`src/design/gneg_ram.sv`:
```
`timescale 1ns / 1ps
`default_nettype none
// ---------------------------------------------------------------------------
// gneg_ram
// generic single write port, single read port ram with registered read
// ---------------------------------------------------------------------------
module gneg_ram #(
  parameter int WIDTH = 8,
  parameter int DEPTH = 256
) (
  input  wire logic                     clk,
  input  wire logic                     we,
  input  wire logic [$clog2(DEPTH)-1:0] waddr,
  input  wire logic [WIDTH-1:0]         wdata,
  input  wire logic                     re,
  input  wire logic [$clog2(DEPTH)-1:0] raddr,
  output      logic [WIDTH-1:0]         rdata
);

  logic [WIDTH-1:0] mem [DEPTH];

  always_ff @(posedge clk) begin
    if (we) begin
      mem[waddr] <= wdata;
    end
    if (re) begin
      rdata <= mem[raddr];
    end
  end

endmodule : gneg_ram
`default_nettype wire

```
`config.mk`:
```
export PLATFORM = sky130hd
export DESIGN_NAME = gneg_ram
export DESIGN_NICKNAME = d
export VERILOG_FILES = /design/src/design/gneg_ram.sv
export SDC_FILE = /design/constraint.sdc
export NUM_CORES = 2
export LEC_CHECK = 0
export BUFFER_PORTS_ARGS = -buffer_cell sky130_fd_sc_hd__buf_2
export CAP_MARGIN = 20
export CELL_PAD_IN_SITES_DETAIL_PLACEMENT = 1
export CELL_PAD_IN_SITES_GLOBAL_PLACEMENT = 1
export CORE_ASPECT_RATIO = 0.75
export CORE_MARGIN = 8
export CORE_UTILIZATION = 27
export CTS_BUF_LIST = sky130_fd_sc_hd__clkbuf_4
export CTS_CLUSTER_DIAMETER = 80
export DETAILED_ROUTE_END_ITERATION = 16
export PLACE_DENSITY = 0.43
export SETUP_SLACK_MARGIN = 0.02
export SYNTH_ARGS = -nofsm -noshare
export SYNTH_HDL_FRONTEND = slang
export SYNTH_SLANG_ARGS = --single-unit
```
`constraint.sdc`:
```
create_clock -name clk -period 4.08 [get_ports clk]
set_input_delay 0.204 -clock clk [delete_from_list [all_inputs] [get_ports clk]]
set_output_delay 0.204 -clock clk [all_outputs]
set_load 0.005 [all_outputs]
```
* After elaboration in Yosys (flattened, before gate mapping) *
Memories as Yosys holds them, arrays and structs flattened. A register that Yosys moved wholly into a read port is not among the register bits.
Cells that the tools add are included.

operators by class
  muxes and demuxes = 2

operators by type and width
  cell               count
  two-way mux 1 bit  2

word-level totals
  register bits after elaboration = 0
  logic and storage cells = 3
  input port bits = 27
  memories kept = 1
  output and inout bits = 8
  memory bits (writable) = 2048

memories
  memory  words  width  read ports  clocked after Yosys merged registers in  write ports  RTL line  text
  mem     256    8      1           1                                        1            20        logic [WIDTH-1:0] mem [DEPTH];

* Logic depth before layout (Yosys ltp) *
  depth after elaboration = 2
  depth in mapped cells = 11
  mapped depth without buffers = 6

* Least setup slack after synthesis *
Ideal clock, no wire load.

  path kind = input-to-reg
  from = input port raddr[0]
  to = register rdata[2] (read register of mem), data pin
  required time = 3.811 ns
  path buffers = 4
  library setup time = 0.269 ns
  path slack = 1.800 ns
  data arrival time = 2.011 ns
  stages on the path = 9
  cell sequence = buf_6 -> buf_12 -> buf_8 -> buf_2 -> mux4_2 -> a22oi_1 -> a21oi_1 -> nor4_1 -> nor4_2

RTL lines
  what             RTL line  text
  start, declared  16        input wire logic [$clog2(DEPTH)-1:0] raddr,
  end, declared    17        output logic [WIDTH-1:0] rdata

==> implementation parameters <==
Parameter                              Value

Timing
  Final max-slew violation count ... 0
  Min setup slack post-route ... 1.03 ns
  Portion of the clock cycle consumed by the worst path in the final layout ... 74.7%
  Final min period ... 3.05 ns
  Actual slew at the worst max-slew pin ... 1.08 ns
  Achievable frequency ... 328 MHz
  RSZ-0062 raised after global routing ... no
  Setup violation total in the final timing report ... 0
  Worst slew margin relative to its limit ... 27.8%
  Largest clock skew in the final design ... 0.0747 ns
  Final hold viol count ... 0
  Summed negative setup slack over all endpoints ... 0 ns

Cells and area
  Share of post-route cells with drive strength above 1 ... 35.8%
  Most common cell after layout, fill and taps aside ... edfxtp_1
  Nets ... 4516
  Post-Layout Inst Area ... 94000 sq um
  Commonest cells after routing, fill and taps aside ... edfxtp_1, clkbuf_4, mux4_2
  Area delta synth->final ... 18.0%
  Area of the multi-input gates ... 16600 sq um
  Filler instances ... 29700
  Register cell area after layout ... 61700 sq um
  Final core utilization ... 32.1%
  Final Non-Filler Cells ... 8773

Routing
  Final antenna-violating net count ... 0
  Routed Wire Length ... 258000 um
  DRC Markers ... 0
  Number of DRC markers after the initial detailed-route iteration ... 3881
  Via-per-instance ratio ... 4.80
  Number of detailed-routing iterations run before antenna repair ... 5
  Wire per inst ... 29.4 um
  Total via count in the routed design ... 42100

Clock tree
  Clock transition time at the flip-flop clock pins of the worst setup and hold paths ... 0.06 ns
  Clock tree sinks ... 2056
  TritonCTS clock tree ... done
  Clk Tree Root Cell ... clkbuf_4
  Buffer count from post-CTS setup fixing ... 0
  Source-to-sink clock delay at the later pin of the worst-skew pair ... 1.28 ns
  Maximum buffer depth of the clock tree ... 4
  Number of H-tree levels ... 6
  Clock buffer count from CTS ... 548

Place
  Worst setup timing slack at the placement stage ... 0.0318 ns
  DP Area ... 86700 sq um
  Total placed cells including tap cells ... 7813
  GP Congestion ... 0.768
  Placed wire-length estimate after detailed placement ... 162000 um
  IO buf count ... 34

GRT
  Number of antenna violations at the first check in global routing ... 29
  Global-route wire length before repair ... 360000 um
  Total Routing Usage GR ... 16.1%
  Pin count of the biggest net entering global routing ... 117
  Sum of overflow across all layers after global routing ... 0
  Number of global-route vias before repair ... 44800

Setup path
  Critical Path Source Type ... flop
  Number of cells traversed by the worst register-to-register path ... 7
  Launch point of the critical path ... mem[77][2]$_DFFE_PP_
  FF-to-FF Start ... mem[77][2]$_DFFE_PP_
  Reg-to-reg slack, setup ... 1.03 ns
  R2R Path End ... rdata[2]$_DFFE_PP_
  Crit path arrival time ... 4.05 ns
  Worst setup EP type ... flop
  Peak fanout along the critical path ... 1
  Setup CP Type ... flop to flop
  Critical Path End ... rdata[2]$_DFFE_PP_
  Data required time at the worst endpoint ... 5.08 ns

Synth
  Post-synthesis cell type with the largest combined area ... edfxtp_1
  Top flip-flop cell by instance count after synthesis ... edfxtp_1
  Post-synth EDFFs ... 2056
  Post-synthesis instance area ... 79600 sq um
  Warnings, synthesis ... 0
  FF+latch count, synth ... 2056
  Post-synthesis area per instance ... 21.3 sq um
  Unique cell type count in the Yosys netlist ... 54
  Yosys top cell area share ... 77.5%
  Asr flop ratio synth ... 0%
  Synthesized instance count ... 3733
  Syn nets ... 3760
  Post-synthesis sequential area ratio ... 77.5%
  Ranking of synthesized cells by area ... edfxtp_1, mux4_2, mux2i_1

Floorplan
  Core Rows ... 172
  Total Die Area ... 313000 sq um
  Core ar. ... 293000 sq um
  Horizontal die dimension ... 643 um
  Overall die height ... 486 um
  Starting density of the core ... 27.2%
  Number of top-level pins ... 35

Worst hold path
  Worst hold-check path type ... input pin to flop
  Hold-critical path depth ... 6

Power
  IR drop worst, VDD ... 0.000205 V
  Power density cells ... 471 nW/um^2
  Static leakage power ... 0.0298 uW

Status
  Outcome ... complete, no violations

Run
  Max-cap violations ... 0
## power breakdown
part | total [uW] | internal (uW) | switching [uW]
clock | 18500 | 9800 | 8720
sequential | 23300 | 23300 | 27.2
combinational | 2470 | 834 | 1640
total | 44300 | 33900 | 10400
## sequential cells by signal, summed over array words and instances (netlist names)
register,cells
mem,2048
rdata,8
## cell usage after synthesis (24+ instances only)
cell type	instances
nor2b_1	31
nor2_1	282
buf_4	27
a21oi_1	96
mux2i_1	134
edfxtp_1	2056
o221ai_1	46
nand2_1	33
clkbuf_1	111
buf_2	31
a22oi_1	133
nand3_1	34
nor4_1	24
o22ai_1	28
mux4_2	454
## kinds of logic (layout without fill, tap and decap cells)
| kind of cell | count (synthesis) | count (layout) | synth area share [%] |
|---|---|---|---|
| compound gates | 385 | 385 | 3.42 |
| buf+inv | 235 | 1346 | 1.83 |
| flops | 2056 | 2056 | 77.5 |
| mux | 591 | 591 | 14.6 |
| other cells | 0 | 14 | 0 |
| simple gates | 466 | 466 | 2.63 |
## layer usage
| metal | share of wire, % | vias up | wire (um) | track usage [%] |
|---|---|---|---|---|
| li1 | - | 17600 | - | - |
| met1 | 48 | 22700 | 125000 | 24.4 |
| met2 | 43 | 1474 | 111000 | 23.6 |
| met3 | 6.8 | 355 | 17500 | 3.60 |
| met4 | 1.8 | 4 | 4600 | 3.67 |
| met5 | 0.010 | - | 27 | 0 |
## worst min-delay path by stage
stage               startpoint                   end  slack (ns)
floorplan             wdata[0]   mem[0][0]$_DFFE_PP_        0.30
global placement      wdata[0]  mem[53][0]$_DFFE_PP_        0.63
detailed placement    wdata[0]  mem[52][0]$_DFFE_PP_        0.63
CTS                   raddr[6]    rdata[5]$_DFFE_PP_        0.10
global route          raddr[4]    rdata[6]$_DFFE_PP_        0.22
finish                raddr[4]    rdata[6]$_DFFE_PP_        0.31
## final cells by class
type / count / share of cell area [%]
tap: 3915 / 5.21
sequential: 2056 / 65.7
timing repair buffer: 439 / 4.18
antenna: 14 / 0.0373
clock inverter: 112 / 0.911
clock buffer: 793 / 6.33
multi-input combinational: 1442 / 17.6
inverter: 2 / 0.00799
## per-stage QoR
stage | power, uW | hold WS [ns]
global route | 46100 | 0.222
CTS | 45100 | 0.103
floorplan | 24900 | 0.303
global placement | 26200 | 0.626
detailed placement | 26200 | 0.632
finish | 44300 | 0.309
## critical path: stages (launching register included)
cell,delay (ns)
edfxtp_1,0.37
mux4_2,0.52
nor2b_1,0.17
a211oi_1,0.49
nor2_1,0.15
nor4_1,0.80
buf_4,0.27
nor4_2,0.05
## what timing repair did
item,CTS,global route
hold endpoints to repair,3380,0
hold buffers,41,0
gates resized for setup,0,0
Note: power is estimated with default switching activity, not from simulation.
