[src/design/gneg_pkg.sv]
`timescale 1ns / 1ps
`default_nettype none
// ---------------------------------------------------------------------------
// gneg_pkg
// shared types and constants of the grid neighbor edge generator
// ---------------------------------------------------------------------------
package gneg_pkg;

  localparam int MAX_DIM        = 256;
  localparam int MAX_NEIGHBOURS = 8;
  localparam int NODE_W         = 16;
  localparam int DIM_W          = 9;
  localparam int GREY_W         = 8;
  localparam int COST_W         = 10;
  localparam int STORE_DEPTH    = 65536;
  localparam int DIR_W          = $clog2(MAX_NEIGHBOURS);
  localparam int DIM_LIMIT      = (MAX_DIM > (2 ** DIM_W) - 1) ? (2 ** DIM_W) - 1 : MAX_DIM;
  localparam logic [DIM_W-1:0] DIM_CAP = DIM_W'(DIM_LIMIT);

  typedef enum logic [0:0] {
    OP_LOAD  = 1'b0,
    OP_QUERY = 1'b1
  } op_t;

  typedef enum logic [0:0] {
    REG_GRID_WIDTH  = 1'b0,
    REG_GRID_HEIGHT = 1'b1
  } reg_idx_t;

  typedef enum logic [DIR_W-1:0] {
    DIR_LEFT  = 3'd0,
    DIR_RIGHT = 3'd1,
    DIR_UP    = 3'd2,
    DIR_DOWN  = 3'd3,
    DIR_UL    = 3'd4,
    DIR_UR    = 3'd5,
    DIR_DL    = 3'd6,
    DIR_DR    = 3'd7
  } dir_t;

  typedef struct packed {
    logic              done;
    logic [NODE_W-1:0] quot;
    logic [DIM_W-1:0]  rem;
  } div_res_t;

endpackage : gneg_pkg
`default_nettype wire

[src/design/gneg_div.sv]
`timescale 1ns / 1ps
`default_nettype none
// ---------------------------------------------------------------------------
// gneg_div
// restoring divider, one quotient bit per cycle, splits a node id into row
// and column
// ---------------------------------------------------------------------------
module gneg_div (
  input  wire logic                       clk,
  input  wire logic                       rst_n,
  input  wire logic                       start,
  input  wire logic [gneg_pkg::NODE_W-1:0] dividend,
  input  wire logic [gneg_pkg::DIM_W-1:0]  divisor,
  output      gneg_pkg::div_res_t          res
);
  import gneg_pkg::*;

  localparam int CNT_W = $clog2(NODE_W + 1);

  logic              busy_r;
  logic              done_r;
  logic [CNT_W-1:0]  cnt_r;
  logic [DIM_W-1:0]  rem_r;
  logic [NODE_W-1:0] quot_r;
  logic [DIM_W-1:0]  dvs_r;
  logic [DIM_W:0]    trial;
  logic              fits;

  assign trial = {rem_r, quot_r[NODE_W-1]};
  assign fits  = trial >= {1'b0, dvs_r};

  always_ff @(posedge clk) begin
    if (!rst_n) begin
      busy_r <= 1'b0;
      done_r <= 1'b0;
      cnt_r  <= '0;
    end else begin
      done_r <= 1'b0;
      if (start) begin
        busy_r <= 1'b1;
        cnt_r  <= CNT_W'(NODE_W);
        rem_r  <= '0;
        quot_r <= dividend;
        dvs_r  <= divisor;
      end else if (busy_r) begin
        rem_r  <= fits ? DIM_W'(trial - {1'b0, dvs_r}) : trial[DIM_W-1:0];
        quot_r <= {quot_r[NODE_W-2:0], fits};
        cnt_r  <= cnt_r - CNT_W'(1);
        if (cnt_r == CNT_W'(1)) begin
          busy_r <= 1'b0;
          done_r <= 1'b1;
        end
      end
    end
  end

  assign res.done = done_r;
  assign res.quot = quot_r;
  assign res.rem  = rem_r;

endmodule : gneg_div
`default_nettype wire

[config.mk]
export PLATFORM = sky130hd
export DESIGN_NAME = gneg_div
export DESIGN_NICKNAME = d
export VERILOG_FILES = /design/src/design/gneg_pkg.sv /design/src/design/gneg_div.sv
export SDC_FILE = /design/constraint.sdc
export NUM_CORES = 1
export LEC_CHECK = 0
export ABC_AREA = 1
export BUFFER_PORTS_ARGS = -buffer_cell sky130_fd_sc_hd__buf_2
export CAP_MARGIN = 20
export CORE_MARGIN = 2
export CORE_UTILIZATION = 25
export CTS_BUF_LIST = sky130_fd_sc_hd__clkbuf_8
export DETAILED_ROUTE_END_ITERATION = 12
export PLACE_DENSITY = 0.54
export SLEW_MARGIN = 40
export SYNTH_ARGS = -nofsm -noshare
export SYNTH_HDL_FRONTEND = slang
export SYNTH_SLANG_ARGS = --single-unit
[constraint.sdc]
create_clock -name clk -period 2.21 [get_ports clk]
set_clock_uncertainty 0.2 [all_clocks]
set_input_delay 0.221 -clock clk [delete_from_list [all_inputs] [get_ports clk]]
set_output_delay 0.221 -clock clk [all_outputs]
set_load 0.02 [all_outputs]
# Word-level counts from Yosys, hierarchy flattened
# Cells that the tools add are included.
[word_totals]
mem_bits_rw = 0
memories = 0
romBits = 0
input_bits = 28
ff_bits = 41
word_cells = 28
output_inout_bits = 26
latchBits = 0
[op_classes]
mux = 10
n_shift = 0
n_div = 0
order_cmp = 1
n_bitwise = 2
n_eq_ne = 1
n_mul = 0
addsub = 2
n_reduce_logical = 5
[op_table]
columns = ["cell", "n"]
rows = [
  ["two-way mux 16 bit", 2],
  ["two-way mux 9 bit", 2],
  [">= comparator 10 x 9 -> 1 bit", 1],
  ["two-way mux 5 bit", 2],
  ["subtractor 9 bit", 1],
  ["== test 5 x 1 -> 1 bit, second input constant", 1],
  ["subtractor 5 x 1 -> 5 bit, second input constant", 1],
  ["two-way mux 1 bit", 4],
  ["AND reduction 2 bit", 2],
  ["OR reduction 3 bit", 1],
  ["NOT 1 bit", 2],
  ["nonzero test 2 bit", 1],
  ["OR reduction 2 bit", 1],
]

# Logic depth before layout (Yosys ltp)
# Gate-level depths: netlist of the first run.
[depth]
depth_word = 4
mapped_depth = 14
ltp_nobuf = 14

# Least setup slack after synthesis of the first run
# OpenSTA, ideal clock, no wires.
[synth_path]
path_type = "register -> register"
startpoint = "register busy_r"
endpoint = "register quot_r[0], enable pin"
path_stages_with_launch = 3
n_path_buf = 0
t_arrival_ns = 1.716
setup_slack_ns = -0.123
synth_period_minus_slack_ns = 2.333
required_time_ns = 1.593
setup_time_ns = 0.417
cell_sequence = "dfxtp_1 inv_1 a21oi_1"
[synth_via]
elab_chain_cells = 2
[synth_lines]
columns = ["element", "line_no", "text"]
rows = [
  ["start: declaration", "gneg_div.sv:20", "logic busy_r;"],
  ["start signal: assignment", "gneg_div.sv:34", "busy_r <= 1'b0;"],
  ["start signal: assignment", "gneg_div.sv:40", "busy_r <= 1'b1;"],
  ["start signal: assignment", "gneg_div.sv:50", "busy_r <= 1'b0;"],
  ["nonzero test 2 bit (no line)", "-", ""],
  ["AND reduction 2 bit (no line)", "-", ""],
  ["end signal: assignment", "gneg_div.sv:43", "quot_r <= dividend;"],
  ["end signal: assignment", "gneg_div.sv:47", "quot_r <= {quot_r[NODE_W-2:0], fits};"],
  ["end: declaration", "gneg_div.sv:24", "logic [NODE_W-1:0] quot_r;"],
]
# No other way between the ends.
# A chain may end at the register's enable or synchronous reset.

# Worst setup path after layout of the first run
[layout_path]
startpoint = "register quot_r[15]"
endpoint = "register rem_r[6] (data pin)"
[layout_via]
elab_chain_cells = 3
word_cells_on_any_way = 4
cone_classes = "add/sub (1); order compare (1); mux (2)"
[layout_lines]
columns = ["element", "line_no", "text"]
rows = [
  ["subtractor 9 bit or >= comparator 10 x 9 -> 1 bit (tied branches)", "gneg_div.sv:46, gneg_div.sv:30", ""],
  ["two-way mux 9 bit *", "gneg_div.sv:46", "rem_r <= fits ? DIM_W'(trial - {1'b0, dvs_r}) : trial[DIM_W-1:0];"],
  ["two-way mux 9 bit *", "gneg_div.sv:45", "end else if (busy_r) begin"],
  ["end signal: assignment", "gneg_div.sv:46", ""],
  ["end: declaration", "gneg_div.sv:23", "logic [DIM_W-1:0] rem_r;"],
]
# Every way passes the cells marked *; elsewhere a longest branch is shown, timed or not. The select of a mux whose other input is x is not followed.

==> out/results.ini, run 1 <==
[timing]
timing.hold.ws_ps = 13.52
fin_crit_ps = 2129
final_hold_viol_count = 0
setup-violations-final = 0
drv_slew = 0
max_slew_margin_pct = 69.27
finalCritPeriodShare_pct = 96.33
max_freq_mhz = 469.7
tns_ps = 0
worst_pin_slew_ps = 460.4
rsz0062_at_grt = true

[setup_path]
cp.required_ps = 2080
crit_slowest_cell = edfxtp_1
crit_family = simple AND/OR/NAND/NOR gates
path_buf_inv = 3
path_class = reg -> reg
cpMostUsedCell = nand2_2
worstPathCellList = inv_1, ha_2, inv_2, fa_2, nand2_2, nand2_2, nand3_2, nand2_2, nand2_4, buf_4, nand3b_1, nand2_1, nor2_1
slowest_delay_ps = 380
cp-end-kind = flop
arrival_ps = 2000
path_max_fanout = 3
startpoint_type = flop

[route]
firstDrtPassIters = 4
ant_nets = 0
drt_iter0_markers = 79
met3_length_microns = 257
wl_met2_mm = 2.463
vias_per_cell = 4.135
wl_per_cell_microns = 11.18
route.detailed.drc = 0
num_vias = 1956
wirelength_mm = 5.288
wirelength_met1_mm = 2.426
top_layer = met4

[floorplanning]
die_area_sq_mm = 0.009607
die_x_microns = 98.02
ioPinCount = 54
start_util_pct = 25.59
fp-row-count = 34
die_height_microns = 98.02
fp.coreArea_sq_mm = 0.008636

[placed_design]
place_congestion = 0.7969
dpl.hpwl_mm = 3.956
io_buffers = 53

[synthesis]
async_flop_share_pct = 0
synth_area_per_cell_sq_um = 8.370
yosysTopAreaCellShare_pct = 46.21
yosysUniqueCellTypes = 26
seq_area_frac_synth_pct = 52.55
synthFlopType = edfxtp_1
yosys-top-cells-area = edfxtp_1 (46%), nand2_1 (16%), inv_1 (7.3%)
yosysWarnings = 0
synth_edf_count = 34
synth_seq_cells = 41
yosysMostFrequentCell = nand2_1
syn_area_sq_mm = 0.002210
syn-num-nets = 304
synth.largest_area_cell = edfxtp_1
synthCells = 264
synthTopCellsByCount = nand2_1 (97), inv_1 (43), edfxtp_1 (34), nor2_1 (29)

[run_status]
status = completed

[pwr]
clockPowerShare_pct = 28.2
p_per_area_mw_per_mm2 = 667.7
ir_drop_mv = 0.4450
p_sw_share_pct = 29.56
switchingPower_mw = 0.6225
leakagePower_nw = 1.579
comb_power_share_pct = 27.1
p_int_mw = 1.483
pwr-share-seq_pct = 44.7

[global_route]
grt_pass1_vias = 1888
track_usage_pct = 11.30
grt_overflow = 0
grt_pass1_wl_mm = 8.728
grt_max_degree = 23
antenna_found_initial = 0

[clock_tree]
numCtsBuffers = 5
cts_sinks = 41
cts_max_level = 2
clkTransAtPathRegs_ps = 90
cts-root-buf = clkbuf_8
cts_buffer_depth = 2
clkLatencyLatePin_ps = 300
cts_tree = built

[cells_and_area]
syn2layout_area_growth_pct = 42.75
nets = 404
layout-drive-gt1-share_pct = 27.40
num_antenna_cells = 0

[run]
drv_cap = 0

[worst_hold_path]
hp-class = in -> reg

## kinds of logic after synthesis
logic type | count (synthesis) | synth area share [%]
buffers and inverters | 49 | 8.890
flip-flops | 41 | 52.55
XOR/XNOR | 4 | 1.586
adder cells (fa/ha/maj) | 12 | 7.135
AO/OA/AOI/OAI | 12 | 3.454
AND/OR/NAND/NOR | 146 | 26.39
## power by group through the flow
stage | logic, mW | clock network, mW | registers [mW]
6_report | 0.571 | 0.594 | 0.942
5_1_grt | 0.648 | 0.650 | 0.949
4_1_cts | 0.538 | 0.619 | 0.941
3_5_place_dp | 0.499 | 0 | 0.958
3_3_place_gp | 0.496 | 0 | 0.958
2_1_floorplan | 0.282 | 0 | 1.00
## area by class of cell
type,instances,area (sq um)
fillers,885,5482
flip-flops and latches,41,1161
multi-input cells,175,923.4
repair buffers,98,663.1
inverters,43,163.9
well taps,108,135.1
clock buffers,5,68.82
clock inverters,3,38.79
## worst register-to-register path, delay by kind of cell, from the launching register on
kind / cells / cell delay, ps
and+or+nand+nor: 8 / 590
adders and majority gates: 2 / 510
buffers and inverters: 3 / 230
DFF: 1 / 380
## cell usage in the layout, fill, tap and decap left out, types with 2 or more instances in the layout
cell	Yosys	routed
nor3_1	2	2
clkbuf_8	0	5
nor2_1	29	27
edfxtp_1	34	34
buf_2	1	53
nor2_2	1	2
xor2_1	3	3
nand2_4	0	2
ha_1	11	9
o21bai_1	5	5
buf_4	1	21
nand3_1	11	10
a21oi_1	4	3
ha_2	0	2
dfxtp_1	7	7
nand2_2	2	6
dlygate4sd3_1	0	24
nand2_1	97	91
inv_1	43	42
## flip-flops by register name (all words and copies together), names as in the netlist
signal,count
quot_r,16
dvs_r,9
rem_r,9
cnt_r,5
busy_r,1
done_r,1
## metrics by stage
step / cells / power [mW] / instance area [sq um] / util (%) / worst slack, ps
final: 473 / 2.106 / 3154 / 36.53 / 81.01
after global routing: 473 / 2.247 / 3154 / 36.53 / -90.09
after CTS: 469 / 2.098 / 3069 / 35.54 / 5.969
after detailed placement: 437 / 1.458 / 2716 / 31.45 / -38.08
after global placement: 437 / 1.454 / 2716 / 31.45 / 15.14
after floorplan: 264 / 1.284 / 2216 / - / -60.78
## final timing paths
kind | from | end | slack [ps] | cells past startpoint
setup / recovery | quot_r[15] | rem_r[6] | 80 | 13
hold / removal | dividend[2] | quot_r[2] | 10 | 3
setup reg to reg | quot_r[15] | rem_r[6] | 80 | 13
hold reg to reg | cnt_r[4] | cnt_r[4] | 280 | 2
## per-layer routing
layer / global-route usage, % / up-vias
li1: - / 1028
met1: 14.44 / 869
met2: 18.39 / 47
met3: 2.863 / 12
met4: 4.380 / 0
met5: 0 / -
## repair_timing
| item | 4_1_cts | 5_1_grt |
|---|---|---|
| gates cloned | 0 | 1 |
| endpoints found under the setup margin | 6 | 10 |
| pin swaps | 0 | 4 |
| resized for setup | 2 | 15 |
| hold endpoints to repair | 24 | 0 |
| buffers inserted | 0 | 3 |
| hold buffers | 24 | 0 |
(Power assumes the default switching activity.)
==> inputs of run 2 (changes only) <==
Settings changed: RECOVER_POWER set to 50.
==> run 2 against run 1 <==
  * Core utilization fell by 0.14 points
  * Global-route usage did not move
  * First-iteration DRC count decreased by 3.8%
  * Sequential share of layout area up 0.15 points
  * Count of clock-buffer cells in the layout unchanged
  * Register-to-register slack barely moved
  * Total power shrank 0.15%
  * Cell area is 0.40% lower
  * Largest cell class unchanged
  * Highest routed layer unchanged
==> out/results.ini, run 2 (synthesized netlist as in run 1, its figures left out) <==
[run_status]
status = completed  ; unchanged

[placed_design]
place_congestion = 0.7969  ; unchanged
io_buffers = 53  ; unchanged
dpl.hpwl_mm = 3.956  ; unchanged
place_area_sq_mm = 0.002716  ; unchanged
dp.cells = 437  ; unchanged

[cells_and_area]
num_antenna_cells = 0  ; unchanged
fin_area_sq_mm = 0.003142  ; was 0.003154 sq mm
largest_reg_flops = 16  ; unchanged
layout-drive-gt1-share_pct = 24.66  ; was 27.40%
syn2layout_area_growth_pct = 42.19  ; was 42.75%
nets = 404  ; unchanged
largest_register = quot_r  ; unchanged
layout_commonest_cell = nand2_1  ; unchanged
final_cells = 473  ; unchanged
top_regs = quot_r (16), dvs_r (9), rem_r (9)  ; unchanged
final_cell_mix = nand2_1 (91), buf_2 (43), inv_1 (42), edfxtp_1 (34), nor2_1 (27)  ; was nand2_1 (91), buf_2 (53), inv_1 (42), edfxtp_1 (34), nor2_1 (27)

[setup_path]
cpMostUsedCell = nand2_2  ; unchanged
crit_slowest_cell = edfxtp_1  ; unchanged
slowest_delay_ps = 380  ; about the same
cp-end-kind = flop  ; unchanged
path_class = reg -> reg  ; unchanged
r2r_end = rem_r[6]  ; unchanged
rr_startpoint = quot_r[15]  ; unchanged
arrival_ps = 2000  ; about the same
path_max_fanout = 3  ; unchanged
r2r_slack_ps = 80  ; about the same
reg2regPathDepth = 13  ; unchanged
cp.required_ps = 2080  ; about the same
startpoint_type = flop  ; unchanged
worstPathCellList = inv_1, ha_2, inv_2, fa_2, nand2_2, nand2_2, nand3_2, nand2_2, nand2_4, buf_4, nand3b_1, nand2_1, nor2_1  ; unchanged

[route]
wl_per_cell_microns = 11.18  ; about the same
num_vias = 1958  ; was 1,956
route.detailed.drc = 0  ; unchanged
drt_iter0_markers = 76  ; was 79
vias_per_cell = 4.140  ; was 4.135
wirelength_mm = 5.290  ; was 5.288 mm
ant_nets = 0  ; unchanged
firstDrtPassIters = 4  ; unchanged

[timing]
max_slew_margin_pct = 62.27  ; was 69.27%
timing.hold.ws_ps = 14.02  ; was 13.52 ps
final_hold_viol_count = 0  ; unchanged
setup-violations-final = 0  ; unchanged
fin_crit_ps = 2131  ; was 2129 ps
rsz0062_at_grt = true  ; unchanged
worst_pin_slew_ps = 566.0  ; was 460.4 ps
drv_slew = 0  ; unchanged
finalCritPeriodShare_pct = 96.43  ; was 96.33%
max_freq_mhz = 469.2  ; was 469.7 MHz

[global_route]
grt_pass1_vias = 1888  ; unchanged
grt_max_degree = 23  ; unchanged
grt_pass1_wl_mm = 8.728  ; unchanged
track_usage_pct = 11.30  ; unchanged
grt_overflow = 0  ; unchanged
antenna_found_initial = 0  ; unchanged

[clock_tree]
numCtsBuffers = 5  ; unchanged
cts-root-buf = clkbuf_8  ; unchanged
cts_max_level = 2  ; unchanged
clkLatencyLatePin_ps = 300  ; about the same
clkTransAtPathRegs_ps = 90  ; about the same
cts_buffer_depth = 2  ; unchanged
cts_sinks = 41  ; unchanged
cts_tree = built  ; unchanged

[floorplanning]
die_x_microns = 98.02  ; unchanged
start_util_pct = 25.59  ; unchanged
fp.coreArea_sq_mm = 0.008636  ; unchanged
die_area_sq_mm = 0.009607  ; unchanged
ioPinCount = 54  ; unchanged
die_height_microns = 98.02  ; unchanged
fp-row-count = 34  ; unchanged

[worst_hold_path]
holdPathEnd = quot_r[2]  ; unchanged
hp-start = dividend[2]  ; unchanged
hp-class = in -> reg  ; unchanged
holdPathStages = 3  ; unchanged

[pwr]
ir_drop_mv = 0.4441  ; was 0.4450 mV
leakagePower_nw = 1.549  ; was 1.579 nW
p_per_area_mw_per_mm2 = 669.3  ; was 667.7 mW/mm^2

[run]
drv_cap = 0  ; unchanged

==> run 2: cell count changes in the layout (fill, tap and decap cells not counted), sizes merged <==
cell    change
clkbuf     +10
buf        -10
==> run 2: how the worst max path moves through the flow <==
stage	startpoint	end	slack, ps	depth (start not counted)
after floorplan	quot_r[15]	rem_r[1]	-60	13
after global placement	quot_r[15]	rem_r[7]	20	14
after detailed placement	quot_r[15]	rem_r[7]	-40	14
after CTS	quot_r[15]	rem_r[7]	6	14
after global routing	quot_r[15]	rem_r[3]	-90	12
final	quot_r[15]	rem_r[6]	80	13
==> run 2: critical path: cells and delay by family, from the launching register on <==
kind / cells / cell delay (ps)
buffers and inverters: 3 / 230
flip-flops: 1 / 380
AND/OR/NAND/NOR: 8 / 590
adder cells (fa/ha/maj): 2 / 510
==> run 2: per-layer routing <==
metal | up-vias | global-route usage (%) | part of all wire (%)
met2 | 44 | 18.39 | 47
met3 | 12 | 2.863 | 4.5
met4 | 0 | 4.380 | 2.6
li1 | 1028 | - | -
met5 | - | 0 | 0
met1 | 874 | 14.44 | 46
==> run 2: repair_timing <==
item	4_1_cts	5_1_grt
gates resized for setup	2	15
endpoints found under the setup margin	6	10
endpoints found under the hold margin	24	0
setup buffers	0	3
pin swaps	0	4
hold buffers	24	0
cloned	0	1
==> run 2: layout make-up <==
class | count | area [sq um]
clock buffers | 5 | 68.82
clock inverters | 3 | 38.79
fillers | 889 | 5494
inverters | 43 | 163.9
multi-input cells | 175 | 923.4
flip-flops and latches | 41 | 1161
well taps | 108 | 135.1
repair buffers | 98 | 650.6
==> run 2: metrics by stage <==
| stage | TNS (ps) | util, % | setup slack [ps] | power, mW |
|---|---|---|---|---|
| after global placement | 0 | 31.45 | 15.14 | 1.454 |
| after global routing | -530.2 | 36.38 | -90.09 | 2.244 |
| after detailed placement | -119.9 | 31.45 | -38.08 | 1.458 |
| after floorplan | -358.5 | - | -60.78 | 1.284 |
| after CTS | 0 | 35.54 | 5.969 | 2.098 |
| final | 0 | 36.38 | 78.83 | 2.103 |
==> run 2: power breakdown <==
part	switching, mW	internal [mW]	total [mW]
registers	0.0319	0.910	0.942
logic	0.328	0.240	0.568
clock network	0.262	0.331	0.593
total	0.622	1.48	2.10
